`src/hdl/ics_pkg.sv`:
```
// shared types, constants and register codes for the infection compartment step
package ics_pkg;

    localparam int PROB_BITS = 16;
    localparam int DRAW_W    = PROB_BITS + 1;
    localparam int PROD_W    = 2 * PROB_BITS;
    localparam int CFG_IDX_W = 3;
    localparam int CFG_DATA_W = 16;

    localparam logic [2:0] COMP_S = 3'd0;
    localparam logic [2:0] COMP_E = 3'd1;
    localparam logic [2:0] COMP_T = 3'd2;
    localparam logic [2:0] COMP_D = 3'd3;
    localparam logic [2:0] COMP_A = 3'd4;
    localparam logic [2:0] COMP_U = 3'd5;
    localparam logic [2:0] COMP_P = 3'd6;

    localparam logic [CFG_IDX_W-1:0] REG_DEATH_PROB      = 3'd0;
    localparam logic [CFG_IDX_W-1:0] REG_LATENT_DAYS     = 3'd1;
    localparam logic [CFG_IDX_W-1:0] REG_TREATED_FRAC    = 3'd2;
    localparam logic [CFG_IDX_W-1:0] REG_TREATED_EXIT    = 3'd3;
    localparam logic [CFG_IDX_W-1:0] REG_DISEASE_EXIT    = 3'd4;
    localparam logic [CFG_IDX_W-1:0] REG_PATENT_EXIT     = 3'd5;
    localparam logic [CFG_IDX_W-1:0] REG_SUBPATENT_EXIT  = 3'd6;
    localparam logic [CFG_IDX_W-1:0] REG_PROPHYLAXIS_EXIT = 3'd7;

    localparam logic [15:0] DAYS_2Y  = 16'd730;
    localparam logic [15:0] DAYS_5Y  = 16'd1825;
    localparam logic [15:0] DAYS_10Y = 16'd3650;
    localparam logic [15:0] DAYS_15Y = 16'd5475;

    localparam logic [7:0] LAT_MAX = 8'd255;

    typedef struct packed {
        logic [2:0]           compartment;
        logic [7:0]           latent_count;
        logic [15:0]          age_days;
        logic [PROB_BITS-1:0] infection_prob;
        logic [PROB_BITS-1:0] clinical_prob;
        logic [PROB_BITS-1:0] death_draw;
        logic [PROB_BITS-1:0] transition_draw;
    } t_req;

    typedef struct packed {
        logic [2:0] next_compartment;
        logic [7:0] next_latent_count;
        logic       died;
        logic       clinical_case;
        logic [1:0] case_age_band;
        logic       case_age_2_to_10;
    } t_res;

    typedef struct packed {
        logic [PROB_BITS-1:0] death_prob;
        logic [7:0]           latent_days;
        logic [PROB_BITS-1:0] treated_fraction;
        logic [PROB_BITS-1:0] treated_exit_prob;
        logic [PROB_BITS-1:0] disease_exit_prob;
        logic [PROB_BITS-1:0] patent_exit_prob;
        logic [PROB_BITS-1:0] subpatent_exit_prob;
        logic [PROB_BITS-1:0] prophylaxis_exit_prob;
    } t_cfg;

    typedef struct packed {
        logic [2:0]           comp;
        logic [7:0]           lat;
        logic                 lat_lt;
        logic [7:0]           lat_inc;
        logic [PROB_BITS-1:0] lam;
        logic [PROB_BITS-1:0] phi;
        logic [DRAW_W-1:0]    r1;
        logic [PROB_BITS-1:0] pf;
        logic [PROB_BITS-1:0] pl;
        logic [PROB_BITS-1:0] pfl;
        logic                 died;
        logic [1:0]           band;
        logic                 flag;
    } t_mid;

endpackage

```
`src/hdl/infection_compartment_step_top.sv`:
```
// top level of the daily infection compartment step
//
//   channel   direction  handshake            payload
//   request   in         i_valid / o_stall    i_req  (t_req)
//   result    out        o_valid / i_stall    o_res  (t_res)
//   config    in         i_cfg_we             i_cfg_idx, i_cfg_data
//
// one request per cycle while o_stall is low, one result per request
// stage one: death test, age band and two products; stage two: third product, latent compare
// and increment; stage three: transition choice into the output register
// each stage holds its valid bit and advances when the one after it is empty or moving
// synchronous active-low reset clears the valid bits and loads the register defaults
module infection_compartment_step_top
    import ics_pkg::*;
(
    input  logic                  i_clk,
    input  logic                  i_rst_n,
    input  logic                  i_valid,
    output logic                  o_stall,
    input  t_req                  i_req,
    output logic                  o_valid,
    input  logic                  i_stall,
    output t_res                  o_res,
    input  logic                  i_cfg_we,
    input  logic [CFG_IDX_W-1:0]  i_cfg_idx,
    input  logic [CFG_DATA_W-1:0] i_cfg_data
);

    t_cfg cfg;
    t_mid mid;
    logic mid_valid;
    logic mid_take;

    ics_cfg_regs u_cfg (
        .i_clk      (i_clk),
        .i_rst_n    (i_rst_n),
        .i_cfg_we   (i_cfg_we),
        .i_cfg_idx  (i_cfg_idx),
        .i_cfg_data (i_cfg_data),
        .o_cfg      (cfg)
    );

    ics_prob_pipe u_prob (
        .i_clk   (i_clk),
        .i_rst_n (i_rst_n),
        .i_cfg   (cfg),
        .i_valid (i_valid),
        .i_req   (i_req),
        .o_stall (o_stall),
        .i_take  (mid_take),
        .o_valid (mid_valid),
        .o_mid   (mid)
    );

    ics_decide u_decide (
        .i_clk   (i_clk),
        .i_rst_n (i_rst_n),
        .i_cfg   (cfg),
        .i_valid (mid_valid),
        .i_mid   (mid),
        .o_take  (mid_take),
        .o_valid (o_valid),
        .i_stall (i_stall),
        .o_res   (o_res)
    );

    a_dead_no_case: assert property (@(posedge i_clk) disable iff (!i_rst_n)
        o_valid && o_res.died |-> !o_res.clinical_case)
        else $error("death reported with a clinical case");

    a_no_case_band: assert property (@(posedge i_clk) disable iff (!i_rst_n)
        o_valid && !o_res.clinical_case |->
            o_res.case_age_band == 2'd0 && !o_res.case_age_2_to_10)
        else $error("age band set without a clinical case");

    a_case_target: assert property (@(posedge i_clk) disable iff (!i_rst_n)
        o_valid && o_res.clinical_case |->
            o_res.next_compartment == COMP_T || o_res.next_compartment == COMP_D)
        else $error("clinical case not moved to a treated or diseased compartment");

    a_reset_empty: assert property (@(posedge i_clk)
        !i_rst_n |=> !o_valid)
        else $error("result valid straight after reset");

endmodule

```
`src/hdl/ics_cfg_regs.sv`:
```
// configuration register file
module ics_cfg_regs
    import ics_pkg::*;
(
    input  logic                  i_clk,
    input  logic                  i_rst_n,
    input  logic                  i_cfg_we,
    input  logic [CFG_IDX_W-1:0]  i_cfg_idx,
    input  logic [CFG_DATA_W-1:0] i_cfg_data,
    output t_cfg                  o_cfg
);

    t_cfg r_cfg;
    t_cfg n_cfg;

    always_comb begin
        n_cfg = r_cfg;
        if (i_cfg_we) begin
            case (i_cfg_idx)
                REG_DEATH_PROB:       n_cfg.death_prob            = i_cfg_data;
                REG_LATENT_DAYS:      n_cfg.latent_days           = i_cfg_data[7:0];
                REG_TREATED_FRAC:     n_cfg.treated_fraction      = i_cfg_data;
                REG_TREATED_EXIT:     n_cfg.treated_exit_prob     = i_cfg_data;
                REG_DISEASE_EXIT:     n_cfg.disease_exit_prob     = i_cfg_data;
                REG_PATENT_EXIT:      n_cfg.patent_exit_prob      = i_cfg_data;
                REG_SUBPATENT_EXIT:   n_cfg.subpatent_exit_prob   = i_cfg_data;
                REG_PROPHYLAXIS_EXIT: n_cfg.prophylaxis_exit_prob = i_cfg_data;
                default: ;
            endcase
        end
    end

    always_ff @(posedge i_clk) begin
        if (!i_rst_n) begin
            r_cfg.death_prob            <= 16'd9;
            r_cfg.latent_days           <= 8'd12;
            r_cfg.treated_fraction      <= '0;
            r_cfg.treated_exit_prob     <= '0;
            r_cfg.disease_exit_prob     <= '0;
            r_cfg.patent_exit_prob      <= '0;
            r_cfg.subpatent_exit_prob   <= '0;
            r_cfg.prophylaxis_exit_prob <= '0;
        end else begin
            r_cfg <= n_cfg;
        end
    end

    assign o_cfg = r_cfg;

endmodule

```
`src/hdl/ics_prob_pipe.sv`:
```
// first two stages: death test, age band, probability products, latent count compare
module ics_prob_pipe
    import ics_pkg::*;
(
    input  logic i_clk,
    input  logic i_rst_n,
    input  t_cfg i_cfg,
    input  logic i_valid,
    input  t_req i_req,
    output logic o_stall,
    input  logic i_take,
    output logic o_valid,
    output t_mid o_mid
);

    logic r_v1;
    logic r_v2;
    t_mid r_s1;
    t_mid r_s2;
    t_mid n_s1;
    t_mid n_s2;
    logic en1;
    logic en2;
    logic [PROD_W-1:0] prod_pf;
    logic [PROD_W-1:0] prod_pl;
    logic [PROD_W-1:0] prod_pfl;
    logic [DRAW_W-1:0] dth1;

    assign en2 = !r_v2 || i_take;
    assign en1 = !r_v1 || en2;
    assign o_stall = !en1;

    // stage one
    always_comb begin
        prod_pf = PROD_W'(i_req.clinical_prob) * PROD_W'(i_cfg.treated_fraction);
        prod_pl = PROD_W'(i_req.clinical_prob) * PROD_W'(i_req.infection_prob);
        dth1    = {1'b0, i_req.death_draw} + DRAW_W'(1);
        n_s1         = '0;
        n_s1.comp    = i_req.compartment;
        n_s1.lat     = i_req.latent_count;
        n_s1.lam     = i_req.infection_prob;
        n_s1.phi     = i_req.clinical_prob;
        n_s1.r1      = {1'b0, i_req.transition_draw} + DRAW_W'(1);
        n_s1.pf      = prod_pf[PROD_W-1:PROB_BITS];
        n_s1.pl      = prod_pl[PROD_W-1:PROB_BITS];
        n_s1.died    = dth1 <= {1'b0, i_cfg.death_prob};
        if (i_req.age_days < DAYS_5Y) begin
            n_s1.band = 2'd0;
        end else if (i_req.age_days < DAYS_10Y) begin
            n_s1.band = 2'd1;
        end else if (i_req.age_days < DAYS_15Y) begin
            n_s1.band = 2'd2;
        end else begin
            n_s1.band = 2'd3;
        end
        n_s1.flag = (i_req.age_days >= DAYS_2Y) && (i_req.age_days < DAYS_10Y);
    end

    // stage two
    always_comb begin
        prod_pfl = PROD_W'(r_s1.pf) * PROD_W'(r_s1.lam);
        n_s2         = r_s1;
        n_s2.pfl     = prod_pfl[PROD_W-1:PROB_BITS];
        n_s2.lat_lt  = r_s1.lat < i_cfg.latent_days;
        n_s2.lat_inc = (r_s1.lat < LAT_MAX) ? r_s1.lat + 8'd1 : LAT_MAX;
    end

    always_ff @(posedge i_clk) begin
        if (!i_rst_n) begin
            r_v1 <= 1'b0;
            r_v2 <= 1'b0;
        end else begin
            if (en1) r_v1 <= i_valid;
            if (en2) r_v2 <= r_v1;
        end
    end

    always_ff @(posedge i_clk) begin
        if (en1 && i_valid) r_s1 <= n_s1;
        if (en2 && r_v1) r_s2 <= n_s2;
    end

    assign o_valid = r_v2;
    assign o_mid   = r_s2;

endmodule

```
`src/hdl/ics_decide.sv`:
```
// final stage: transition choice and output register
module ics_decide
    import ics_pkg::*;
(
    input  logic i_clk,
    input  logic i_rst_n,
    input  t_cfg i_cfg,
    input  logic i_valid,
    input  t_mid i_mid,
    output logic o_take,
    output logic o_valid,
    input  logic i_stall,
    output t_res o_res
);

    logic r_v3;
    t_res r_res;
    t_res n_res;
    logic en3;
    logic clin;
    logic [2:0] nxt;
    logic [7:0] nlat;
    logic [DRAW_W-1:0] sum_patent;
    logic [DRAW_W-1:0] sum_subpatent;

    assign en3    = !r_v3 || !i_stall;
    assign o_take = en3;

    always_comb begin
        sum_patent    = {1'b0, i_mid.pl} + {1'b0, i_cfg.patent_exit_prob};
        sum_subpatent = {1'b0, i_mid.lam} + {1'b0, i_cfg.subpatent_exit_prob};
        nxt  = i_mid.comp;
        nlat = i_mid.lat;
        clin = 1'b0;
        case (i_mid.comp)
            COMP_S: begin
                if (i_mid.r1 <= {1'b0, i_mid.lam}) begin
                    nxt  = COMP_E;
                    nlat = '0;
                end
            end
            COMP_E: begin
                if (i_mid.lat_lt) begin
                    nlat = i_mid.lat_inc;
                end else begin
                    nlat = '0;
                    if (i_mid.r1 <= {1'b0, i_mid.pf}) begin
                        nxt  = COMP_T;
                        clin = 1'b1;
                    end else if (i_mid.r1 <= {1'b0, i_mid.phi}) begin
                        nxt  = COMP_D;
                        clin = 1'b1;
                    end else begin
                        nxt = COMP_A;
                    end
                end
            end
            COMP_T: if (i_mid.r1 <= {1'b0, i_cfg.treated_exit_prob}) nxt = COMP_P;
            COMP_D: if (i_mid.r1 <= {1'b0, i_cfg.disease_exit_prob}) nxt = COMP_A;
            COMP_A: begin
                if (i_mid.r1 <= {1'b0, i_mid.pfl}) begin
                    nxt  = COMP_T;
                    clin = 1'b1;
                end else if (i_mid.r1 <= {1'b0, i_mid.pl}) begin
                    nxt  = COMP_D;
                    clin = 1'b1;
                end else if (i_mid.r1 <= sum_patent) begin
                    nxt = COMP_U;
                end
            end
            COMP_U: begin
                if (i_mid.r1 <= {1'b0, i_mid.pfl}) begin
                    nxt  = COMP_T;
                    clin = 1'b1;
                end else if (i_mid.r1 <= {1'b0, i_mid.pl}) begin
                    nxt  = COMP_D;
                    clin = 1'b1;
                end else if (i_mid.r1 <= {1'b0, i_mid.lam}) begin
                    nxt = COMP_A;
                end else if (i_mid.r1 <= sum_subpatent) begin
                    nxt = COMP_S;
                end
            end
            COMP_P: if (i_mid.r1 <= {1'b0, i_cfg.prophylaxis_exit_prob}) nxt = COMP_S;
            default: ;
        endcase

        n_res = '0;
        if (i_mid.died) begin
            n_res.next_compartment  = i_mid.comp;
            n_res.next_latent_count = i_mid.lat;
            n_res.died              = 1'b1;
        end else begin
            n_res.next_compartment  = nxt;
            n_res.next_latent_count = nlat;
            n_res.clinical_case     = clin;
            n_res.case_age_band     = clin ? i_mid.band : 2'd0;
            n_res.case_age_2_to_10  = clin && i_mid.flag;
        end
    end

    always_ff @(posedge i_clk) begin
        if (!i_rst_n) begin
            r_v3 <= 1'b0;
        end else if (en3) begin
            r_v3 <= i_valid;
        end
    end

    always_ff @(posedge i_clk) begin
        if (en3 && i_valid) r_res <= n_res;
    end

    assign o_valid = r_v3;
    assign o_res   = r_res;

endmodule

```
`config.mk`:
```
export PLATFORM = sky130hd
export DESIGN_NAME = infection_compartment_step_top
export DESIGN_NICKNAME = d
export VERILOG_FILES = /design/src/hdl/ics_pkg.sv /design/src/hdl/infection_compartment_step_top.sv /design/src/hdl/ics_cfg_regs.sv /design/src/hdl/ics_prob_pipe.sv /design/src/hdl/ics_decide.sv
export SDC_FILE = /design/constraint.sdc
export NUM_CORES = 2
export LEC_CHECK = 0
export ABC_AREA = 1
export BUFFER_PORTS_ARGS = -buffer_cell sky130_fd_sc_hd__buf_4
export CORE_ASPECT_RATIO = 1.4
export CORE_MARGIN = 2
export CORE_UTILIZATION = 40
export CTS_BUF_LIST = sky130_fd_sc_hd__clkbuf_8
export DETAILED_ROUTE_END_ITERATION = 16
export PLACE_DENSITY = 0.6
export SYNTH_ARGS = -nofsm -noshare
export SYNTH_HDL_FRONTEND = slang
export SYNTH_SLANG_ARGS = --single-unit
export TNS_END_PERCENT = 10
```
`constraint.sdc`:
```
create_clock -name i_clk -period 17.82 [get_ports i_clk]
set_clock_uncertainty 0.05 [all_clocks]
set_input_delay 2.673 -clock i_clk [delete_from_list [all_inputs] [get_ports i_clk]]
set_output_delay 2.673 -clock i_clk [all_outputs]
set_load 0.005 [all_outputs]
```
==> metrics.txt <==
number of sinks driven by the clock tree=356; Final Hold Fails=0; fill cell total of the finished layout=11,280; row count=146; DIE AREA=0.1158 mm^2; final estimated routing congestion in global placement=0.9361; Fin Setup TNS=0 ns; die span in x=288.2 um; worst-skew pair later-pin latency=0.73 ns; final antenna-violating net count=0; most numerous cell types in the synthesized netlist=1,388 x sky130_fd_sc_hd__inv_1, 1,320 x sky130_fd_sc_hd__nand2_1, 581 x sky130_fd_sc_hd__fa_1; path category of the worst min-delay check=reg2reg; unique cell type count in the Yosys netlist=58; Worst Setup End Kind=flop; post-synthesis cell area=0.04523 mm^2; H-tree lvl count=2; post-synthesis register bit count=356; share of post-route cells with drive strength above 1=0.04792; final setup fails=0; unrepaired setup endpoints after global routing=false; Worst R2R Start=u_prob.n_s2[86]; share of synthesized area occupied by flip-flops and latches=0.2091; root buffer cell=sky130_fd_sc_hd__clkbuf_8; routed length per placed instance=17.61 um; all-layer global routing usage=0.2231; Layout Area Growth over Synthesis=7.571%; half-perimeter wire length after placement=97.30 mm; power consumption=7.299 mW; VDD IR max=0.2756 mV; static leakage=26.32 nW; share of the synthesized area in the top cell type=0.2571; number of synthesized flops with an enable pin=233; Setup crit start kind=input port; status=finished clean; most numerous cell in the Yosys netlist=sky130_fd_sc_hd__inv_1; highest fanout seen on the critical path=33; number of hold buffers added after cts=0; arrival time at the worst endpoint=8.06 ns; endpoint of the worst hold-timing path=u_prob.o_mid[0]; Core Region=0.1127 mm^2; NumNets Final=6,846; count of input and output buffers=132; Max-Cap Viols=0; crit share post-route=0.4298; number of synthesis warnings=0; Min Clock Period, post-route=7.659 ns; Vias=35,840; Synth Net Count=6,842; Die Height=401.9 um; first-pass iteration count of the detailed router=5; per-instance average area after synthesis=8.045 um^2; TritonCTS clock tree=built; post-synth top area cell=sky130_fd_sc_hd__fa_1; Worst Reg2Reg Path Length in Cells=19; worst relative slew slack=0.2780; Data required, critical path=18.22 ns; initial antenna violation count=3; maximum cell stage delay along the critical path=0.58 ns; first-iteration detailed-routing DRC count=1,818; launch instance of the worst min-delay path=u_prob.n_s2[0]; WL final=126.0 mm; reg2reg end=u_prob.o_mid[14]; Via density=5.008; Resize count post-CTS=0; power density normalized to cell area=150.0 mW/mm^2; clock buffers created by TritonCTS=58; Critical Path, Cell by Cell=buf_4 > nand2_1 > fa_1 > inv_1 > fa_1 > inv_1 > fa_1 > inv_1 > fa_1 > fa_1 > inv_1 > fa_1 > inv_1 > ha_1 > nand2_1 > nor2_1 > inv_1 > nor3_1 > a21oi_1 > xnor2_1; max-slew violation total from the final report=0; synthesized instance count=5,623; initial standard-cell utilization of the core=0.4013; Worst-path clk slew=0.07 ns; number of global-route vias before repair=38,070; largest net degree at the start of global routing=122; Critical Setup Path Class=in2reg; primary flip-flop cell chosen by synthesis mapping=sky130_fd_sc_hd__edfxtp_1; residual DRC count=0; io pins=133; largest cells by area after synthesis=sky130_fd_sc_hd__fa_1 26%, sky130_fd_sc_hd__edfxtp_1 15%, sky130_fd_sc_hd__ha_1 14%, sky130_fd_sc_hd__inv_1 12%, sky130_fd_sc_hd__nand2_1 11%; register-to-register setup slack=11.50 ns; cell depth of the worst hold path=0; residual overflow from global routing=0; total setup buffers inserted after CTS=0; Least-Margin Pin Slew=1.083 ns; Max Clock Freq=130.6 MHz; proportion of synthesized flip-flops having asynchronous set or reset=0; clk buf depth=3; wire length of the first global-routing pass=201.5 mm; Max stage delay cell, worst path=sky130_fd_sc_hd__fa_1
==> critical path, delay by kind of cell <==
| kind | cells | cell delay, ns |
|---|---|---|
| AOI/OAI and AO/OA | 1 | 0.17 |
| xor gates and xnor gates | 1 | 0.44 |
| adders and majority gates | 7 | 3.33 |
| buffers and inverters | 7 | 0.77 |
| and+or+nand+nor | 4 | 0.64 |
==> final cells by class <==
type / instances / area (um^2) / area share
clock buffers: 67 / 922.1 / 0.01895
repair buffers: 153 / 1149 / 0.02360
multi-input cells: 3667 / 29750 / 0.6113
well taps: 1480 / 1852 / 0.03806
inverters: 1391 / 5229 / 0.1075
clock inverters: 42 / 299.0 / 0.006146
diodes: 1 / 2.502 / 0.00005143
flip-flops and latches: 356 / 9459 / 0.1944
==> metal layers <==
layer	part of all wire	global-route usage	wire length (um)	vias up
met5	0	0	0	-
met4	0.049	0.09826	6168	0
met3	0.041	0.02211	5224	336
met2	0.53	0.4245	66770	916
met1	0.38	0.2476	47880	17530
li1	-	-	-	17060
==> sequential cells by signal, summed over array words and instances (netlist names) <==
register / count
u_prob.o_mid: 121
u_cfg.o_cfg: 120
u_prob.n_s2: 96
u_decide.o_res: 16
u_decide.o_valid: 1
u_prob.o_valid: 1
u_prob.r_v1: 1
==> cells by family after synthesis <==
group / count (synthesis) / share of synthesized area
buf+inv: 1600 / 0.1335
fa+ha+maj: 1104 / 0.4018
compound gates: 586 / 0.07134
simple gates: 1883 / 0.1660
flops: 356 / 0.2091
xor+xnor: 94 / 0.01820
==> worst max-delay path by stage <==
stage                   start              end  slack, ns  depth (start not counted)
CTS                 i_req[39]  u_prob.n_s2[36]      10.21                         20
floorplan           i_req[55]  u_prob.n_s2[29]       9.95                         23
detailed placement  i_req[39]  u_prob.n_s2[40]       9.43                         20
global placement    i_req[45]  u_prob.n_s2[40]       9.44                         18
global route        i_req[39]  u_prob.n_s2[47]       9.89                         22
finish              i_req[39]  u_prob.n_s2[36]      10.16                         20
==> power by group <==
group / total [mW] / internal (mW) / switching (mW)
Combinational: 5.30 / 1.95 / 3.35
Sequential: 1.23 / 1.13 / 0.105
Clock: 0.764 / 0.393 / 0.371
Total: 7.30 / 3.47 / 3.83
==> cell usage in the layout (no fill, tap or decap), types with 12 or more instances in the layout <==
cell,n
sky130_fd_sc_hd__dfxtp_1,123
sky130_fd_sc_hd__nand3_1,103
sky130_fd_sc_hd__buf_4,153
sky130_fd_sc_hd__nand2_1,1320
sky130_fd_sc_hd__nand4_1,36
sky130_fd_sc_hd__a31oi_1,17
sky130_fd_sc_hd__nor3_1,34
sky130_fd_sc_hd__o21a_1,12
sky130_fd_sc_hd__a21o_1,30
sky130_fd_sc_hd__ha_1,523
sky130_fd_sc_hd__o21ai_0,210
sky130_fd_sc_hd__a21oi_1,254
sky130_fd_sc_hd__inv_1,1404
sky130_fd_sc_hd__clkbuf_8,67
sky130_fd_sc_hd__xor2_1,54
sky130_fd_sc_hd__xnor2_1,40
sky130_fd_sc_hd__fa_1,581
sky130_fd_sc_hd__nor2_1,341
sky130_fd_sc_hd__edfxtp_1,233
==> stage by stage <==
step / std cells / setup slack, ns / hold slack (ns) / util / cell area [um^2]
2_1_floorplan: 5623 / 9.947 / 0.3503 / - / 45230
3_3_place_gp: 7047 / 9.436 / 0.3515 / 0.4209 / 47440
3_5_place_dp: 7047 / 9.426 / 0.3556 / 0.4209 / 47440
4_1_cts: 7156 / 10.21 / 0.3708 / 0.4317 / 48660
5_1_grt: 7157 / 9.887 / 0.3726 / 0.4317 / 48660
6_report: 7157 / 10.16 / 0.3645 / 0.4317 / 48660
(Power assumes the default switching activity.)
